==> src/hw/rtl/pcm_pkg.sv <==
// Shared types and constants of the pixel colormap mapper.
package pcm_pkg;

   localparam int PALETTE_INDEX_BITS_DEF = 16;
   localparam int COLOR_BITS_DEF         = 32;

   localparam int PIXEL_BITS  = 16;
   localparam int SCALE_BITS  = 32;
   localparam int OFFSET_BITS = 49;
   localparam int X_BITS      = 16;
   localparam int EXP_BITS    = 5;
   localparam int FRAC_BITS   = 10;
   localparam int LOG_IN_BITS = PIXEL_BITS + 1;
   localparam int PROD_BITS   = SCALE_BITS + X_BITS;
   localparam int SUM_BITS    = PROD_BITS + 2;
   localparam int FRAC_SHIFT  = 16;

   localparam int CSR_INDEX_BITS = 3;
   localparam int CSR_DATA_BITS  = OFFSET_BITS;

   localparam logic [CSR_INDEX_BITS-1:0] REG_LOG_MODE  = 3'd0;
   localparam logic [CSR_INDEX_BITS-1:0] REG_DATA_MIN  = 3'd1;
   localparam logic [CSR_INDEX_BITS-1:0] REG_DATA_MAX  = 3'd2;
   localparam logic [CSR_INDEX_BITS-1:0] REG_SCALE     = 3'd3;
   localparam logic [CSR_INDEX_BITS-1:0] REG_OFFSET    = 3'd4;
   localparam logic [CSR_INDEX_BITS-1:0] REG_LOG_SHIFT = 3'd5;

   localparam logic [PIXEL_BITS-1:0]  DATA_MIN_RST = 16'h0000;
   localparam logic [PIXEL_BITS-1:0]  DATA_MAX_RST = 16'hFFFF;
   localparam logic [SCALE_BITS-1:0]  SCALE_RST    = 32'h0001_0000;
   localparam logic [OFFSET_BITS-1:0] OFFSET_RST   = '0;

   localparam int FIFO_DEPTH    = 8;
   localparam int FIFO_PTR_BITS = $clog2(FIFO_DEPTH);
   localparam int FIFO_CNT_BITS = $clog2(FIFO_DEPTH + 1);

   typedef struct packed {
      logic valid;
      logic map;
      logic last;
   } pcm_beat_type;

endpackage

==> src/hw/rtl/pcm_index.sv <==
// Palette address pipeline: range test, log2, scale multiply, offset add and clamp.
module pcm_index
   import pcm_pkg::*;
#(
   parameter int PALETTE_INDEX_BITS = PALETTE_INDEX_BITS_DEF,
   parameter int COLOR_BITS         = COLOR_BITS_DEF
) (
   input  logic                          clock,
   input  logic                          reset,
   input  pcm_beat_type                  in_beat,
   input  logic [PIXEL_BITS-1:0]         in_pixel,
   input  logic [PIXEL_BITS-1:0]         in_entry_index,
   input  logic [COLOR_BITS-1:0]         in_entry_color,
   input  logic                          log_mode,
   input  logic [PIXEL_BITS-1:0]         data_min,
   input  logic [PIXEL_BITS-1:0]         data_max,
   input  logic [SCALE_BITS-1:0]         scale,
   input  logic [OFFSET_BITS-1:0]        offset,
   input  logic                          log_shift,
   output pcm_beat_type                  mem_beat,
   output logic [PALETTE_INDEX_BITS-1:0] mem_addr,
   output logic [COLOR_BITS-1:0]         mem_color
);

   localparam logic [PALETTE_INDEX_BITS-1:0] PAL_TOP = '1;

   pcm_beat_type                  s1_beat_ff, s2_beat_ff, s3_beat_ff;
   logic                          s1_over_ff, s1_under_ff, s2_over_ff, s2_under_ff;
   logic [X_BITS-1:0]             s1_x_ff;
   logic [PROD_BITS-1:0]          s2_prod_ff;
   logic [PALETTE_INDEX_BITS-1:0] s1_addr_ff, s2_addr_ff, s3_addr_ff, s3_addr_in;
   logic [COLOR_BITS-1:0]         s1_color_ff, s2_color_ff, s3_color_ff;
   logic [X_BITS-1:0]             s1_x_in;
   logic                          s1_over_in, s1_under_in;

   logic [LOG_IN_BITS-1:0]             log_v;
   logic [EXP_BITS-1:0]                log_e;
   logic [LOG_IN_BITS+FRAC_BITS-1:0]   log_sh;
   logic signed [SUM_BITS-1:0]         sum;

   always_comb begin
      log_v = {1'b0, in_pixel} + LOG_IN_BITS'(log_shift);
      log_e = '0;
      for (int i = 0; i < LOG_IN_BITS; i++) begin
         if (log_v[i]) begin
            log_e = EXP_BITS'(i);
         end
      end
      log_sh = {log_v, {FRAC_BITS{1'b0}}} >> log_e;
      if (log_mode) begin
         s1_x_in = X_BITS'({log_e, log_sh[FRAC_BITS-1:0]});
      end else begin
         s1_x_in = in_pixel;
      end
      s1_over_in  = in_pixel >= data_max;
      s1_under_in = in_pixel <= data_min;
   end

   always_comb begin
      sum = $signed({2'b00, s2_prod_ff}) + $signed({offset[OFFSET_BITS-1], offset});
      if (!s2_beat_ff.map) begin
         s3_addr_in = s2_addr_ff;
      end else if (s2_over_ff) begin
         s3_addr_in = PAL_TOP;
      end else if (s2_under_ff || sum[SUM_BITS-1]) begin
         s3_addr_in = '0;
      end else if (|sum[SUM_BITS-2:FRAC_SHIFT+PALETTE_INDEX_BITS]) begin
         s3_addr_in = PAL_TOP;
      end else begin
         s3_addr_in = sum[FRAC_SHIFT+PALETTE_INDEX_BITS-1:FRAC_SHIFT];
      end
   end

   always_ff @(posedge clock) begin
      if (reset) begin
         s1_beat_ff <= '0;
         s2_beat_ff <= '0;
         s3_beat_ff <= '0;
      end else begin
         s1_beat_ff <= in_beat;
         s2_beat_ff <= s1_beat_ff;
         s3_beat_ff <= s2_beat_ff;
      end
   end

   always_ff @(posedge clock) begin
      s1_over_ff  <= s1_over_in;
      s1_under_ff <= s1_under_in;
      s1_x_ff     <= s1_x_in;
      s1_addr_ff  <= in_entry_index[PALETTE_INDEX_BITS-1:0];
      s1_color_ff <= in_entry_color;
      s2_over_ff  <= s1_over_ff;
      s2_under_ff <= s1_under_ff;
      s2_prod_ff  <= PROD_BITS'(scale) * PROD_BITS'(s1_x_ff);
      s2_addr_ff  <= s1_addr_ff;
      s2_color_ff <= s1_color_ff;
      s3_addr_ff  <= s3_addr_in;
      s3_color_ff <= s2_color_ff;
   end

   assign mem_beat  = s3_beat_ff;
   assign mem_addr  = s3_addr_ff;
   assign mem_color = s3_color_ff;

endmodule

==> config.mk <==
export PLATFORM = sky130hd
export DESIGN_NAME = pcm_index
export DESIGN_NICKNAME = d
export VERILOG_FILES = /design/src/hw/rtl/pcm_pkg.sv /design/src/hw/rtl/pcm_index.sv
export SDC_FILE = /design/constraint.sdc
export NUM_CORES = 2
export LEC_CHECK = 0
export ABC_AREA = 1
export BUFFER_PORTS_ARGS = -buffer_cell sky130_fd_sc_hd__buf_4
export CAP_MARGIN = 20
export CORE_MARGIN = 2
export CORE_UTILIZATION = 55
export CTS_BUF_LIST = sky130_fd_sc_hd__clkbuf_4
export DETAILED_ROUTE_END_ITERATION = 7
export GPL_TIMING_DRIVEN = 0
export HOLD_SLACK_MARGIN = 0.15
export PLACE_DENSITY_LB_ADDON = 0.25
export SLEW_MARGIN = 20
export SYNTH_ARGS = -nofsm -noshare
export SYNTH_HDL_FRONTEND = slang
export SYNTH_SLANG_ARGS = --single-unit
export TNS_END_PERCENT = 50
==> constraint.sdc <==
create_clock -name clock -period 18.5 [get_ports clock]
set_clock_uncertainty 0.2 [all_clocks]
set_input_delay 4.625 -clock clock [delete_from_list [all_inputs] [get_ports clock]]
set_output_delay 4.625 -clock clock [all_outputs]
set_load 0.05 [all_outputs]
==> Flow_metrics.wiki <==
{| class="wikitable"
! Metric !! Value
|-
| CTS H-tree lvls || 2
|-
| Final routed wire length divided by cell count || 18.28 um
|-
| Number of port buffers || 201
|-
| DIE HEIGHT || 223.5 um
|-
| Detailed Route WL || 80340 um
|-
| GRT Util Overall || 32.81%
|-
| Setup-failing EPs final || 0
|-
| Worst path required time || 18.88 ns
|-
| Average size of a mapped cell || 7.763 sq um
|-
| Run status || complete, no violations
|-
| Hold Crit Depth || 0
|-
| Skew-Pair Late Insertion Delay || 0.73 ns
|-
| Wire length of the first global-routing pass || 126800 um
|-
| Cell with the largest stage delay on the worst path || clkbuf_1
|-
| Sequential cell area fraction in the yosys report || 16.70%
|-
| Nature of the critical path startpoint || primary input
|-
| Worst setup slack after placement || 6.921 ns
|-
| Critical path capture point || s2_prod_ff[47]
|-
| Post-route worst setup slack || 7.504 ns
|-
| Post-cts gate resize count || 0
|-
| Ports placed on the boundary || 235
|-
| Slew @ Worst Pin || 1.124 ns
|-
| Overall overflow remaining after global route || 0
|-
| Number of fillers in the final layout || 4335
|-
| Clock sink total || 221
|-
| Logic depth of the worst setup path including buffers || 25
|-
| Number of flip-flops and latches in the synthesized netlist || 221
|-
| Final Hold Violating Endpoints || 0
|-
| Worst Path Max Fanout || 10
|-
| 1st-pass router iterations || 5
|-
| Global-route layer with the greatest usage || met2
|-
| Count of cell types in the netlist || 51
|-
| Signal arrival time at the worst endpoint || 11.37 ns
|-
| Remaining routing DRC violations || 0
|-
| Area growth from synthesis to layout || 13.93%
|-
| Met3 track demand over resource || 6.493%
|-
| Type of element capturing the critical path || flop
|-
| Time the worst path needs with I/O delays and setup || 11.00 ns
|-
| Number of rows created at floorplan || 80
|-
| Buffers inserted during post-CTS setup optimization || 0
|-
| Buffer levels on the longest clock path || 3
|-
| Nets@finish || 4546
|-
| Syn. warnings || 0
|-
| GR Layer Usage met1 || 42.67%
|-
| Met2 demand-to-capacity share in global routing || 55.07%
|-
| Start point of the critical path || scale[16]
|-
| Clock root buffer master || clkbuf_4
|-
| WP buf/inv || 6
|-
| Rel. slew slack || 25.07%
|-
| Clock slew seen by the registers of the worst setup and hold paths || 0.08 ns
|-
| CP delay by family, top || adder cells
|-
| Number of cells on the worst reg-to-reg path || 23
|-
| Post-route setup TNS || 0 ns
|-
| Maximum single-stage delay on the critical path || 0.59 ns
|-
| Average via count per standard cell || 5.312
|-
| Post-synthesis cell area || 26490 sq um
|-
| Area enclosed by the die boundary || 49930 sq um
|-
| Std-Cell Core Area || 47650 sq um
|-
| Share of cells above drive strength 1 || 8.662%
|-
| Most frequent cell on the critical path || fa_1
|-
| Worst reg2reg startpoint || s1_x_ff[7]
|-
| Number of max-slew violations in the final report || 0
|-
| Path class of the lowest-slack min-delay path || flop to flop
|-
| Routability congestion estimate from global placement || 0.9667
|-
| Cells after synthesis || 3412
|-
| Horizontal extent of the die || 223.5 um
|-
| Vias in the first global route || 23844
|-
| RSZ-0062 raised after global routing || no
|-
| Initial standard-cell utilization of the core || 55.59%
|-
| Sum of net half-perimeters after detailed placement || 65450 um
|-
| Final cycle utilization of the critical path || 59.44%
|-
| 1st-iter DRT viols || 2040
|-
| Critical register-to-register path endpoint || s2_prod_ff[47]
|-
| CTS tree || yes
|-
| Highest clock frequency the design can meet || 0.09094 GHz
|-
| Class of the most critical setup path || primary input to flop
|-
| Maximum number of pins on one net before global-route repair || 15
|-
| Num CTS Buffers || 49
|-
| Synth Net Count || 4215
|-
| Remaining number of nets flagged by the antenna check after routing || 0
|-
| Number of antenna violations at the first check in global routing || 3
|-
| Vias || 23345
|-
| Reg-to-reg setup timing slack || 11.06 ns
|-
| Maximum Capacitance Violations || 0
|}
## cells in the final DEF, fill, tap and decap left out, types with 17 or more instances in the layout
cell           instances
ha_1                 201
xor2_1                54
buf_4                203
xnor2_1               27
nand3_1              108
fa_1                 418
o21ai_0               88
dlygate4sd3_1         79
inv_1                803
clkbuf_1             117
dfxtp_1              221
a21oi_1              156
nor3_1                17
nor2_1               180
clkbuf_4              68
nand4_1               38
nand2_1              841
## cell families (layout without fill, tap and decap cells)
family / Yosys count / count (layout) / share of synthesized area [%]
AND/OR/NAND/NOR: 1220 / 1220 / 18.88
AO/OA/AOI/OAI: 331 / 331 / 7.081
adder cells (fa/ha/maj): 619 / 619 / 41.09
buffers and inverters: 939 / 1302 / 13.51
other: 0 / 5 / 0
flip-flops: 221 / 221 / 16.70
XOR/XNOR: 82 / 82 / 2.740
## stage by stage
| step | cells | hold slack [ns] | cell area [sq um] | util (%) |
|---|---|---|---|---|
| final | 4395 | 0.1509 | 30180 | 63.33 |
| after global routing | 4394 | 0.1588 | 30170 | 63.33 |
| after CTS | 4386 | 0.1523 | 30120 | 63.22 |
| after detailed placement | 4228 | 0.1121 | 28770 | 60.37 |
| after global placement | 4228 | 0.1096 | 28770 | 60.37 |
| after floorplan | 3412 | 0.1096 | 26490 | - |
## flip-flops by register name, summed over array words and instances, names as in the netlist
name         count
s1_x_ff         16
mem_addr        16
s1_beat_ff       3
s2_over_ff       1
s1_over_ff       1
s1_under_ff      1
s2_addr_ff      16
s2_prod_ff      48
mem_color       32
s2_under_ff      1
s2_beat_ff       3
s1_addr_ff      16
mem_beat         3
s1_color_ff     32
s2_color_ff     32
## worst register-to-register path: stages, from the launching register on
cell	delay, ns
dfxtp_1	0.69
clkbuf_1	0.74
nand2_1	0.18
fa_1	0.58
inv_1	0.05
fa_1	0.48
fa_1	0.58
fa_1	0.44
fa_1	0.49
inv_1	0.05
fa_1	0.54
inv_1	0.06
ha_1	0.35
a21oi_1	0.20
o21ai_0	0.11
a21boi_0	0.19
o21ai_0	0.11
a21oi_1	0.31
inv_1	0.10
a31oi_1	0.33
o21bai_1	0.17
nand2_1	0.09
o2111ai_1	0.11
xor2_1	0.18
## routing by layer
| metal | routed length, um | part of all wire, % |
|---|---|---|
| met5 | 0 | 0 |
| met4 | 2867 | 3.6 |
| met3 | 7159 | 8.9 |
| met2 | 37990 | 47 |
| met1 | 32320 | 40 |
## how the worst min path moves through the flow
stage	start	endpoint
floorplan	s2_color_ff[0]	mem_color[0]
global route	s1_addr_ff[7]	s2_addr_ff[7]
CTS	s1_color_ff[28]	s2_color_ff[28]
global placement	s1_color_ff[11]	s2_color_ff[11]
detailed placement	s2_color_ff[3]	mem_color[3]
finish	s1_addr_ff[7]	s2_addr_ff[7]
## what timing repair did
| item | CTS | global route |
|---|---|---|
| setup endpoints to repair | 0 | 0 |
| hold buffers | 75 | 4 |
| endpoints found under the hold margin | 75 | 4 |
## final cells by class
type / instances / area [sq um] / area share (%)
diodes: 5 / 12.51 / 0.04146
plain buffers: 129 / 534.3 / 1.771
clock buffers: 68 / 510.5 / 1.692
clock inverters: 15 / 96.34 / 0.3193
inverters: 810 / 3043 / 10.08
multi-input cells: 2252 / 18490 / 61.26
flip-flops and latches: 221 / 4424 / 14.66
well taps: 615 / 769.5 / 2.550
repair buffers: 280 / 2300 / 7.621
## Yosys cell counts (all sizes together)
library cell    n  share of area, %
a21boi          8              0.23
ha            201               9.5
nand2         851                12
nand3         116               2.3
xnor2          27              0.89
inv           809                11
o21ai          96               1.9
xor2           55               1.8
a32o            1             0.038
a211o           1             0.033
clkinv          1             0.014
o21bai         10              0.28
nand3b          2             0.057
dfxtp         221                17
nor3           17              0.32
a31o            1             0.033
a211oi          3             0.085
nand4          39              0.94
a21oi         156               2.9
o211a           1             0.038
o311ai          2             0.066
fa            418                32
a31oi          13              0.31
o211ai          6              0.19
clkbuf        117               1.7
nor3b           1             0.047
a41oi           1             0.033
o2111ai         3             0.099
o221ai          5              0.17
and2            2             0.047
buf            12              0.36
o21a           11              0.31
nor4            5              0.12
o31ai           3             0.085
a21o           10              0.28
nor2          187               2.8
Power is not shown: default switching activity piles up to over one toggle a cycle in this logic, so the estimate is an artifact.
