File: src/hw/rtl/pcm_pkg.sv
// Shared types and constants of the pixel colormap mapper.
package pcm_pkg;

   localparam int PALETTE_INDEX_BITS_DEF = 16;
   localparam int COLOR_BITS_DEF         = 32;

   localparam int PIXEL_BITS  = 16;
   localparam int SCALE_BITS  = 32;
   localparam int OFFSET_BITS = 49;
   localparam int X_BITS      = 16;
   localparam int EXP_BITS    = 5;
   localparam int FRAC_BITS   = 10;
   localparam int LOG_IN_BITS = PIXEL_BITS + 1;
   localparam int PROD_BITS   = SCALE_BITS + X_BITS;
   localparam int SUM_BITS    = PROD_BITS + 2;
   localparam int FRAC_SHIFT  = 16;

   localparam int CSR_INDEX_BITS = 3;
   localparam int CSR_DATA_BITS  = OFFSET_BITS;

   localparam logic [CSR_INDEX_BITS-1:0] REG_LOG_MODE  = 3'd0;
   localparam logic [CSR_INDEX_BITS-1:0] REG_DATA_MIN  = 3'd1;
   localparam logic [CSR_INDEX_BITS-1:0] REG_DATA_MAX  = 3'd2;
   localparam logic [CSR_INDEX_BITS-1:0] REG_SCALE     = 3'd3;
   localparam logic [CSR_INDEX_BITS-1:0] REG_OFFSET    = 3'd4;
   localparam logic [CSR_INDEX_BITS-1:0] REG_LOG_SHIFT = 3'd5;

   localparam logic [PIXEL_BITS-1:0]  DATA_MIN_RST = 16'h0000;
   localparam logic [PIXEL_BITS-1:0]  DATA_MAX_RST = 16'hFFFF;
   localparam logic [SCALE_BITS-1:0]  SCALE_RST    = 32'h0001_0000;
   localparam logic [OFFSET_BITS-1:0] OFFSET_RST   = '0;

   localparam int FIFO_DEPTH    = 8;
   localparam int FIFO_PTR_BITS = $clog2(FIFO_DEPTH);
   localparam int FIFO_CNT_BITS = $clog2(FIFO_DEPTH + 1);

   typedef struct packed {
      logic valid;
      logic map;
      logic last;
   } pcm_beat_type;

endpackage

File: src/hw/rtl/pcm_rsp_fifo.sv
// Result queue between the palette read and the response channel.
module pcm_rsp_fifo
   import pcm_pkg::*;
#(
   parameter int COLOR_BITS = COLOR_BITS_DEF
) (
   input  logic                  clock,
   input  logic                  reset,
   input  pcm_beat_type          push_beat,
   input  logic [COLOR_BITS-1:0] push_color,
   output logic                  rsp_valid,
   input  logic                  rsp_ready,
   output logic [COLOR_BITS-1:0] rsp_color,
   output logic                  rsp_last_out
);

   logic [COLOR_BITS-1:0]    color_q [FIFO_DEPTH];
   logic                     last_q  [FIFO_DEPTH];
   logic [FIFO_PTR_BITS-1:0] wr_ptr_ff, wr_ptr_in, rd_ptr_ff, rd_ptr_in;
   logic [FIFO_CNT_BITS-1:0] cnt_ff, cnt_in;
   logic                     push, pop;

   always_comb begin
      push      = push_beat.valid && push_beat.map;
      pop       = rsp_valid && rsp_ready;
      wr_ptr_in = wr_ptr_ff + FIFO_PTR_BITS'(push);
      rd_ptr_in = rd_ptr_ff + FIFO_PTR_BITS'(pop);
      cnt_in    = cnt_ff + FIFO_CNT_BITS'(push) - FIFO_CNT_BITS'(pop);
   end

   always_ff @(posedge clock) begin
      if (reset) begin
         wr_ptr_ff <= '0;
         rd_ptr_ff <= '0;
         cnt_ff    <= '0;
      end else begin
         wr_ptr_ff <= wr_ptr_in;
         rd_ptr_ff <= rd_ptr_in;
         cnt_ff    <= cnt_in;
      end
   end

   always_ff @(posedge clock) begin
      if (push) begin
         color_q[wr_ptr_ff] <= push_color;
         last_q[wr_ptr_ff]  <= push_beat.last;
      end
   end

   assign rsp_valid    = cnt_ff != '0;
   assign rsp_color    = color_q[rd_ptr_ff];
   assign rsp_last_out = last_q[rd_ptr_ff];

endmodule

File: config.mk
export PLATFORM = sky130hd
export DESIGN_NAME = pcm_rsp_fifo
export DESIGN_NICKNAME = d
export VERILOG_FILES = /design/src/hw/rtl/pcm_pkg.sv /design/src/hw/rtl/pcm_rsp_fifo.sv
export SDC_FILE = /design/constraint.sdc
export NUM_CORES = 1
export LEC_CHECK = 0
export ABC_AREA = 1
export BUFFER_PORTS_ARGS = -buffer_cell sky130_fd_sc_hd__buf_2
export CORE_MARGIN = 2
export CORE_UTILIZATION = 30
export CTS_CLUSTER_DIAMETER = 120
export DETAILED_ROUTE_END_ITERATION = 12
export PLACE_DENSITY = 0.44
export SETUP_SLACK_MARGIN = 0.02
export SLEW_MARGIN = 20
export SYNTH_ARGS = -nofsm -noshare
export SYNTH_HDL_FRONTEND = slang
export SYNTH_SLANG_ARGS = --single-unit
File: constraint.sdc
create_clock -name clock -period 3.4 [get_ports clock]
set_input_delay 0.34 -clock clock [delete_from_list [all_inputs] [get_ports clock]]
set_output_delay 0.34 -clock clock [all_outputs]
set_load 0.005 [all_outputs]
==> flow_summary.html, run 1 <==
<table>
<tr><th>Metric</th><th>Value</th></tr>
<tr><th colspan="2">Placement</th></tr>
<tr><td>Final estimated routing congestion in global placement</td><td>0.6905</td></tr>
<tr><td>Number of buffers added on ports</td><td>71</td></tr>
<tr><td>Total cell area at the placement stage</td><td>0.01300 sq mm</td></tr>
<tr><td>Dpl cells</td><td>1779</td></tr>
<tr><td>Total half-perimeter wirelength after legalization and detailed placement</td><td>14850 um</td></tr>
<tr><th colspan="2">Status</th></tr>
<tr><td>Outcome</td><td>completed</td></tr>
<tr><th colspan="2">Setup path</th></tr>
<tr><td>Critical path peak fanout</td><td>37</td></tr>
<tr><td>Delay of the slowest cell on the worst path</td><td>0.49 ns</td></tr>
<tr><td>Nature of the critical path startpoint</td><td>flip-flop</td></tr>
<tr><td>Dominant cell type by count on the critical path</td><td>sky130_fd_sc_hd__nand2_1</td></tr>
<tr><td>Critical Path Source</td><td>rd_ptr_ff[0]$_SDFF_PP0_</td></tr>
<tr><td>Count of cells along the worst register-to-register path</td><td>3</td></tr>
<tr><td>Path type of the worst setup path</td><td>flip-flop to output port</td></tr>
<tr><td>Cell with the largest stage delay on the worst path</td><td>sky130_fd_sc_hd__buf_4</td></tr>
<tr><td>Category of the worst setup path capture point</td><td>output port</td></tr>
<tr><td>Arrival time at the worst endpoint</td><td>2.26 ns</td></tr>
<tr><td>Ordered cell list for the critical path</td><td>inv_4 &gt; buf_4 &gt; nand2_1 &gt; nand3_1 &gt; nand2_1 &gt; nand2_1 &gt; nand2_1 &gt; buf_2</td></tr>
<tr><td>Reg-to-reg endpoint</td><td>color_q[4][7]$_DFFE_PP_</td></tr>
<tr><td>Req. time, crit path</td><td>3.06 ns</td></tr>
<tr><td>R2r startpoint</td><td>wr_ptr_ff[0]$_SDFF_PP0_</td></tr>
<tr><td>Worst reg2reg setup slack</td><td>1.35 ns</td></tr>
<tr><th colspan="2">Global routing</th></tr>
<tr><td>Antenna violations before repair</td><td>0</td></tr>
<tr><td>Vias in the first global route</td><td>7746</td></tr>
<tr><td>Wire length of the first global-routing pass</td><td>45180 um</td></tr>
<tr><td>Maximum number of pins on one net before global-route repair</td><td>135</td></tr>
<tr><td>Total congestion overflow after global routing</td><td>0</td></tr>
<tr><td>Global-route total usage across every layer</td><td>14.14%</td></tr>
<tr><th colspan="2">STA</th></tr>
<tr><td>Fmax</td><td>385.3 MHz</td></tr>
<tr><td>Max-slew headroom</td><td>35.06%</td></tr>
<tr><td>Pins Over Slew Limit</td><td>0</td></tr>
<tr><td>Hold Violations, Final</td><td>0</td></tr>
<tr><td>Final critical delay including setup and external delays</td><td>2.596 ns</td></tr>
<tr><td>Final-layout worst hold slack</td><td>0.09271 ns</td></tr>
<tr><td>Share of the clock period used by the worst path</td><td>76.34%</td></tr>
<tr><td>Accumulated negative setup slack</td><td>0 ns</td></tr>
<tr><td>Clock Skews</td><td>0.02606 ns</td></tr>
<tr><td>Number of setup violations in the final report</td><td>0</td></tr>
<tr><td>Setup repair after global routing missed its margin</td><td>false</td></tr>
<tr><td>Measured slew at the worst slew-check pin</td><td>0.9741 ns</td></tr>
<tr><th colspan="2">Synthesis</th></tr>
<tr><td>Distinct cell type count of the synthesized netlist</td><td>18</td></tr>
<tr><td>Yosys top cell area share</td><td>65.79%</td></tr>
<tr><td>Sequential element share of the synthesized area</td><td>67.46%</td></tr>
<tr><td>Number of synthesized register bits</td><td>274</td></tr>
<tr><td>Post-Syn Area per Cell</td><td>9.901 sq um</td></tr>
<tr><td>Synthesized net count</td><td>1263</td></tr>
<tr><td>Yosys Warn Count</td><td>0</td></tr>
<tr><td>Most area-consuming cells after synthesis</td><td>sky130_fd_sc_hd__edfxtp_1 66%, sky130_fd_sc_hd__nand2_1 14%, sky130_fd_sc_hd__inv_1 8.7%</td></tr>
<tr><td>Post-synthesis instance total</td><td>1217</td></tr>
<tr><td>Post-synthesis cell area</td><td>0.01205 sq mm</td></tr>
<tr><td>Biggest area consumer among synthesized cells</td><td>sky130_fd_sc_hd__edfxtp_1</td></tr>
<tr><th colspan="2">Min path</th></tr>
<tr><td>Launch point of the worst hold path</td><td>push_color[8]</td></tr>
<tr><td>Hold path depth</td><td>1</td></tr>
<tr><td>Type of the worst min-delay path</td><td>input port to flip-flop</td></tr>
<tr><td>Worst hold path endpoint</td><td>color_q[0][8]$_DFFE_PP_</td></tr>
<tr><th colspan="2">Routing</th></tr>
<tr><td>Number of remaining DRC errors</td><td>0</td></tr>
<tr><td>First-pass DRT Iterations</td><td>5</td></tr>
<tr><td>Average routed wire per standard cell</td><td>15.47 um</td></tr>
<tr><td>ANT nets after route</td><td>0</td></tr>
<tr><td>Vias after detailed routing</td><td>7647</td></tr>
<tr><td>Via density per instance</td><td>4.154</td></tr>
<tr><td>Drt first-iter violations</td><td>433</td></tr>
<tr><td>Overall routed net length</td><td>28480 um</td></tr>
<tr><th colspan="2">Cells and area</th></tr>
<tr><td>NumNets Final</td><td>1336</td></tr>
<tr><td>Final Instance Count excl. Fillers</td><td>1841</td></tr>
<tr><td>Layout Cell Area excl Fill</td><td>0.01404 sq mm</td></tr>
<tr><td>Share of final-layout standard cells stronger than drive strength 1</td><td>11.09%</td></tr>
<tr><td>Most used cells in the layout excluding fill and tap cells</td><td>441 x sky130_fd_sc_hd__nand2_1, 278 x sky130_fd_sc_hd__inv_1, 264 x sky130_fd_sc_hd__edfxtp_1, 136 x sky130_fd_sc_hd__nand3_1, 71 x sky130_fd_sc_hd__buf_2</td></tr>
<tr><td>Most frequent standard cell in the layout excluding fill and tap cells</td><td>sky130_fd_sc_hd__nand2_1</td></tr>
<tr><td>Area delta synth-&gt;final</td><td>16.55%</td></tr>
<tr><td>Number of diodes added for antenna fixing</td><td>0</td></tr>
<tr><th colspan="2">Clock tree</th></tr>
<tr><td>CTS tree</td><td>done</td></tr>
<tr><td>CTS clock-pin slew for the worst setup and hold paths</td><td>0.06 ns</td></tr>
<tr><td>Total CTS buffers</td><td>34</td></tr>
<tr><td>Gates resized, CTS repair</td><td>0</td></tr>
<tr><td>Number of clock sinks</td><td>274</td></tr>
<tr><td>Number of buffers between clock root and the deepest sink</td><td>3</td></tr>
<tr><td>Clock insertion delay at the later pin of the skew report</td><td>0.53 ns</td></tr>
<tr><td>Number of H-tree levels</td><td>2</td></tr>
<tr><td># hold bufs at CTS</td><td>0</td></tr>
<tr><td>Clock Root Buffer</td><td>sky130_fd_sc_hd__clkbuf_16</td></tr>
<tr><td>Post-CTS setup buffers</td><td>0</td></tr>
<tr><th colspan="2">Die</th></tr>
<tr><td>Std cell rows</td><td>73</td></tr>
<tr><td>Overall die height</td><td>204.4 um</td></tr>
<tr><td>Die Area</td><td>0.04178 sq mm</td></tr>
<tr><td>Die width</td><td>204.4 um</td></tr>
<tr><td>Initial core utilization</td><td>30.33%</td></tr>
<tr><td>I/O Pins</td><td>72</td></tr>
<tr><td>Area of the core</td><td>0.03973 sq mm</td></tr>
<tr><th colspan="2">Power and ir drop</th></tr>
<tr><td>VDD IR max</td><td>0.3589 mV</td></tr>
<tr><td>Pleak</td><td>6.329 nW</td></tr>
<tr><td>Power density cells</td><td>636.5 mW/mm^2</td></tr>
<tr><th colspan="2">Job</th></tr>
<tr><td>Max-cap viol count</td><td>0</td></tr>
</table>
-- state kept, by name (all words and copies together), names as in the netlist --
signal     cells
color_q      256
rd_ptr_ff      3
wr_ptr_ff      3
last_q         8
cnt_ff         4
-- Yosys cell counts --
cell type,n
sky130_fd_sc_hd__a21oi_1,3
sky130_fd_sc_hd__buf_1,4
sky130_fd_sc_hd__buf_2,27
sky130_fd_sc_hd__buf_4,1
sky130_fd_sc_hd__buf_6,10
sky130_fd_sc_hd__clkbuf_1,9
sky130_fd_sc_hd__dfxtp_1,10
sky130_fd_sc_hd__edfxtp_1,264
sky130_fd_sc_hd__fa_1,1
sky130_fd_sc_hd__ha_1,7
sky130_fd_sc_hd__inv_1,280
sky130_fd_sc_hd__inv_2,1
sky130_fd_sc_hd__nand2_1,441
sky130_fd_sc_hd__nand3_1,136
sky130_fd_sc_hd__nor2_1,19
sky130_fd_sc_hd__or2_2,1
sky130_fd_sc_hd__xnor2_1,2
sky130_fd_sc_hd__xor2_1,1
-- layer usage --
metal  up-vias  GRT usage, %  wire length, um
li1       3923             -                -
met1      3581         19.08            13780
met2       105         23.60            13240
met3        38         2.184              946
met4         0         3.908              506
met5         -             0                0
-- area by class of cell --
class	count	area, sq um
Fill cell	3975	25690
Timing Repair Buffer	88	533.0
Clock buffer	43	884.6
Tap cell	525	656.9
Clock inverter	19	155.1
Sequential cell	274	8134
Multi-Input combinational cell	611	2623
Inverter	281	1057
-- how the worst max path moves through the flow --
| stage | to | slack [ns] | depth (start not counted) |
|---|---|---|---|
| 2_1_floorplan | color_q[0][0]$_DFFE_PP_ | 0.87 | 3 |
| 3_3_place_gp | color_q[4][7]$_DFFE_PP_ | 1.13 | 5 |
| 3_5_place_dp | color_q[4][7]$_DFFE_PP_ | 1.10 | 5 |
| 4_1_cts | rsp_color[27] | 0.72 | 7 |
| 5_1_grt | rsp_color[27] | 0.59 | 6 |
| 6_report | rsp_color[27] | 0.80 | 8 |
-- critical path: cells and delay by family (launching register included) --
| kind | cells | cell delay (ns) |
|---|---|---|
| buf+inv | 3 | 0.95 |
| simple gates | 5 | 0.41 |
| flops | 1 | 0.36 |
-- power by group --
| group | switching, mW | internal (mW) | total, mW |
|---|---|---|---|
| Clock | 1.39 | 2.00 | 3.39 |
| Sequential | 0.0300 | 3.77 | 3.80 |
| Combinational | 1.17 | 0.573 | 1.75 |
| Total | 2.59 | 6.34 | 8.94 |
-- cell families after synthesis --
kind of cell,share of synthesized area (%)
flip-flops,67.46
adder cells (fa/ha/maj),0.8930
AND/OR/NAND/NOR,20.03
XOR/XNOR,0.2181
AO/OA/AOI/OAI,0.1246
buffers and inverters,11.28
-- through the flow --
stage          setup slack, ns  util [%]  total power [mW]
2_1_floorplan           0.8659         -             5.082
3_3_place_gp             1.128     32.73             5.665
3_5_place_dp             1.102     32.73             5.665
4_1_cts                 0.7198     35.35             9.105
6_report                0.8044     35.35             8.938
5_1_grt                 0.5875     35.35             9.481
(Power assumes the default switching activity.)
==> inputs of run 2 (changes only) <==
==> constraint.sdc (replaced) <==
create_clock -name clock -period 2.4 [get_ports clock]
set_input_delay 0.24 -clock clock [delete_from_list [all_inputs] [get_ports clock]]
set_output_delay 0.24 -clock clock [all_outputs]
set_load 0.005 [all_outputs]
==> flow_summary.html, run 2 (synthesis gave the netlist of run 1 again) <==
<table>
<tr><th>Metric</th><th>Value</th></tr>
<tr><th colspan="2">Status</th></tr>
<tr><td>Outcome</td><td>completed</td></tr>
<tr><th colspan="2">Die</th></tr>
<tr><td>I/O Pins</td><td>72 (unchanged)</td></tr>
<tr><td>Overall die height</td><td>204.4 um (unchanged)</td></tr>
<tr><td>Std cell rows</td><td>73 (unchanged)</td></tr>
<tr><td>Die Area</td><td>0.04178 sq mm (unchanged)</td></tr>
<tr><td>Initial core utilization</td><td>30.33% (unchanged)</td></tr>
<tr><td>Area of the core</td><td>0.03973 sq mm (unchanged)</td></tr>
<tr><td>Die width</td><td>204.4 um (unchanged)</td></tr>
<tr><th colspan="2">Setup path</th></tr>
<tr><td>Ordered cell list for the critical path</td><td>inv_6 &gt; buf_12 &gt; nand2_1 &gt; nand3_1 &gt; nand2_1 &gt; nand2_1 &gt; nand2_1 &gt; buf_2</td></tr>
<tr><td>R2r startpoint</td><td>cnt_ff[2]$_SDFF_PP0_</td></tr>
<tr><td>Critical path peak fanout</td><td>38 (+2.7%)</td></tr>
<tr><td>Nature of the critical path startpoint</td><td>flip-flop</td></tr>
<tr><td>Cell with the largest stage delay on the worst path</td><td>sky130_fd_sc_hd__dfxtp_4</td></tr>
<tr><td>Delay of the slowest cell on the worst path</td><td>0.39 ns (-0.10 ns)</td></tr>
<tr><td>Path type of the worst setup path</td><td>flip-flop to output port</td></tr>
<tr><td>Critical Path Source</td><td>rd_ptr_ff[0]$_SDFF_PP0_</td></tr>
<tr><td>Arrival time at the worst endpoint</td><td>1.96 ns (-0.30 ns)</td></tr>
<tr><td>Number of buffer and inverter instances along the worst setup path</td><td>3 (unchanged)</td></tr>
<tr><td>Dominant cell type by count on the critical path</td><td>sky130_fd_sc_hd__nand2_1</td></tr>
<tr><td>Category of the worst setup path capture point</td><td>output port</td></tr>
<tr><td>Req. time, crit path</td><td>2.16 ns (-0.90 ns)</td></tr>
<tr><td>Crit-path leading delay family</td><td>buffers and inverters</td></tr>
<tr><th colspan="2">STA</th></tr>
<tr><td>Measured slew at the worst slew-check pin</td><td>0.4782 ns (-0.4959 ns)</td></tr>
<tr><td>Accumulated negative setup slack</td><td>0 ns (unchanged)</td></tr>
<tr><td>Hold Violations, Final</td><td>0 (unchanged)</td></tr>
<tr><td>Pins Over Slew Limit</td><td>0 (unchanged)</td></tr>
<tr><td>Fmax</td><td>453.9 MHz</td></tr>
<tr><td>Share of the clock period used by the worst path</td><td>91.80%</td></tr>
<tr><td>Clock Skews</td><td>0.01157 ns (-0.01449 ns)</td></tr>
<tr><td>Max-slew headroom</td><td>68.12% (+33 points)</td></tr>
<tr><td>Final critical delay including setup and external delays</td><td>2.203 ns</td></tr>
<tr><td>Number of setup violations in the final report</td><td>0 (unchanged)</td></tr>
<tr><td>Setup repair after global routing missed its margin</td><td>false</td></tr>
<tr><th colspan="2">Routing</th></tr>
<tr><td>Overall routed net length</td><td>29670 um (+4.2%)</td></tr>
<tr><td>Via density per instance</td><td>4.213 (+1.4%)</td></tr>
<tr><td>First-pass DRT Iterations</td><td>5 (unchanged)</td></tr>
<tr><td>ANT nets after route</td><td>0 (unchanged)</td></tr>
<tr><td>Drt first-iter violations</td><td>381 (-12%)</td></tr>
<tr><td>Average routed wire per standard cell</td><td>15.88 um (+2.7%)</td></tr>
<tr><td>Number of remaining DRC errors</td><td>0 (unchanged)</td></tr>
<tr><td>Vias after detailed routing</td><td>7870 (+2.9%)</td></tr>
<tr><th colspan="2">Global routing</th></tr>
<tr><td>Global-route total usage across every layer</td><td>14.44% (+0.30 points)</td></tr>
<tr><td>Antenna violations before repair</td><td>1 (+1)</td></tr>
<tr><td>Maximum number of pins on one net before global-route repair</td><td>135 (unchanged)</td></tr>
<tr><td>Vias in the first global route</td><td>7868 (+1.6%)</td></tr>
<tr><td>Wire length of the first global-routing pass</td><td>45550 um (+0.81%)</td></tr>
<tr><td>Total congestion overflow after global routing</td><td>0 (unchanged)</td></tr>
<tr><th colspan="2">Cells and area</th></tr>
<tr><td>NumNets Final</td><td>1368 (+2.4%)</td></tr>
<tr><td>Most frequent standard cell in the layout excluding fill and tap cells</td><td>sky130_fd_sc_hd__nand2_1</td></tr>
<tr><td>Layout Cell Area excl Fill</td><td>0.01447 sq mm (+3.0%)</td></tr>
<tr><td>Share of final-layout standard cells stronger than drive strength 1</td><td>12.15% (+1.1 points)</td></tr>
<tr><td>Largest Register</td><td>color_q</td></tr>
<tr><td>Most used cells in the layout excluding fill and tap cells</td><td>441 x sky130_fd_sc_hd__nand2_1, 278 x sky130_fd_sc_hd__inv_1, 264 x sky130_fd_sc_hd__edfxtp_1, 136 x sky130_fd_sc_hd__nand3_1, 71 x sky130_fd_sc_hd__buf_2</td></tr>
<tr><td>Largest registers</td><td>color_q x256, last_q x8, cnt_ff x4</td></tr>
<tr><td>Area delta synth-&gt;final</td><td>20.06%</td></tr>
<tr><td>Final Instance Count excl. Fillers</td><td>1868 (+1.5%)</td></tr>
<tr><td>Number of flip-flops under the largest register name</td><td>256 (unchanged)</td></tr>
<tr><td>Number of inserted filler cells in the final layout</td><td>4003 (+0.70%)</td></tr>
<tr><th colspan="2">Power and ir drop</th></tr>
<tr><td>Power density cells</td><td>888.3 mW/mm^2 (+40%)</td></tr>
<tr><td>Internal Power</td><td>9.150 mW (+44%)</td></tr>
<tr><td>VDD IR max</td><td>0.4575 mV (+27%)</td></tr>
<tr><td>Switching Power</td><td>3.700 mW (+43%)</td></tr>
<tr><td>Gate power share</td><td>20.6% (+1.1 points)</td></tr>
<tr><td>Pleak</td><td>6.532 nW (+3.2%)</td></tr>
<tr><td>Part of the total power dissipated in sequential elements</td><td>42.0% (-0.5 points)</td></tr>
<tr><td>Switching power share of the total</td><td>28.80% (-0.22 points)</td></tr>
<tr><td>Clock network fraction of design power</td><td>37.4% (-0.6 points)</td></tr>
<tr><th colspan="2">Placement</th></tr>
<tr><td>Total half-perimeter wirelength after legalization and detailed placement</td><td>16650 um (+12%)</td></tr>
<tr><td>Dpl cells</td><td>1794 (+0.84%)</td></tr>
<tr><td>Final estimated routing congestion in global placement</td><td>0.7030 (+1.8%)</td></tr>
<tr><td>Total cell area at the placement stage</td><td>0.01323 sq mm (+1.7%)</td></tr>
<tr><td>Number of buffers added on ports</td><td>71 (unchanged)</td></tr>
<tr><th colspan="2">Clock tree</th></tr>
<tr><td>CTS clock-pin slew for the worst setup and hold paths</td><td>0.05 ns (about the same)</td></tr>
<tr><td>Number of clock sinks</td><td>274 (unchanged)</td></tr>
<tr><td>Number of H-tree levels</td><td>2 (unchanged)</td></tr>
<tr><td>CTS tree</td><td>done</td></tr>
<tr><td>Total CTS buffers</td><td>34 (unchanged)</td></tr>
<tr><td>Number of buffers between clock root and the deepest sink</td><td>3 (unchanged)</td></tr>
<tr><td>Clock Root Buffer</td><td>sky130_fd_sc_hd__clkbuf_16</td></tr>
<tr><td>Clock insertion delay at the later pin of the skew report</td><td>0.52 ns (about the same)</td></tr>
<tr><td>Post-CTS setup buffers</td><td>0 (unchanged)</td></tr>
<tr><th colspan="2">Min path</th></tr>
<tr><td>Launch point of the worst hold path</td><td>push_color[18]</td></tr>
<tr><td>Type of the worst min-delay path</td><td>input port to flip-flop</td></tr>
<tr><th colspan="2">Job</th></tr>
<tr><td>Max-cap viol count</td><td>0 (unchanged)</td></tr>
</table>
==> run 2: what timing repair did <==
action                     in CTS  in global routing
resized for setup               0                  3
hold endpoints to repair      126                  0
hold buffers                   16                  0
setup endpoints to repair       0                 28
==> run 2: final cells by class <==
cell class                 instances  area, sq um  share of cell area (%)
antenna                            1        2.502                 0.01730
clock buffer                      43        948.4                   6.556
clock inverter                    13        87.58                  0.6054
inverter                         281         1060                   7.326
multi-input combinational        611         2623                   18.13
sequential                       274         8134                   56.23
tap                              525        656.9                   4.541
timing repair buffer             120        954.7                   6.599
==> run 2: worst paths after layout <==
kind,end,slack (ns),cells after the start
hold reg to reg,wr_ptr_ff[2]$_SDFF_PP0_,0.58,2
hold / removal,color_q[7][18]$_DFFE_PP_,0.02,1
setup reg to reg,cnt_ff[2]$_SDFF_PP0_,0.57,10
setup / recovery,rsp_color[21],0.20,8
==> run 2: power by group through the flow <==
stage	Combinational, mW	Sequential (mW)	Clock, mW
floorplan	1.73	5.47	0
global placement	2.63	5.48	0
detailed placement	2.63	5.48	0
CTS	2.66	5.38	4.97
global route	3.03	5.40	5.14
finish	2.65	5.40	4.80
==> run 2: worst reg2reg max path: cells and delay by family (launching register included) <==
family                   cells  cell delay (ns)
adder cells (fa/ha/maj)      3             0.75
AND/OR/NAND/NOR              4             0.42
flip-flops                   1             0.30
XOR/XNOR                     1             0.14
buffers and inverters        2             0.11
==> run 2: per-layer routing <==
metal | global-route usage (%) | vias up | share of wire [%]
met5 | 0 | - | 0
met4 | 4.348 | 0 | 2.0
met3 | 2.918 | 41 | 4.3
met2 | 24.64 | 120 | 48
met1 | 18.46 | 3726 | 45
li1 | - | 3983 | -
==> run 2: metrics by stage <==
stage                     setup WS, ns  utilization, %  total power [mW]  hold WS [ns]
after floorplan               -0.05309               -             7.200        0.3389
after global placement          0.5312           33.30             8.107        0.5242
after detailed placement        0.5654           33.30             8.114        0.5270
after CTS                      0.05043           36.31             13.02      0.001208
after global routing           0.05469           36.41             13.57       0.01149
final                           0.1968           36.41             12.85       0.02312
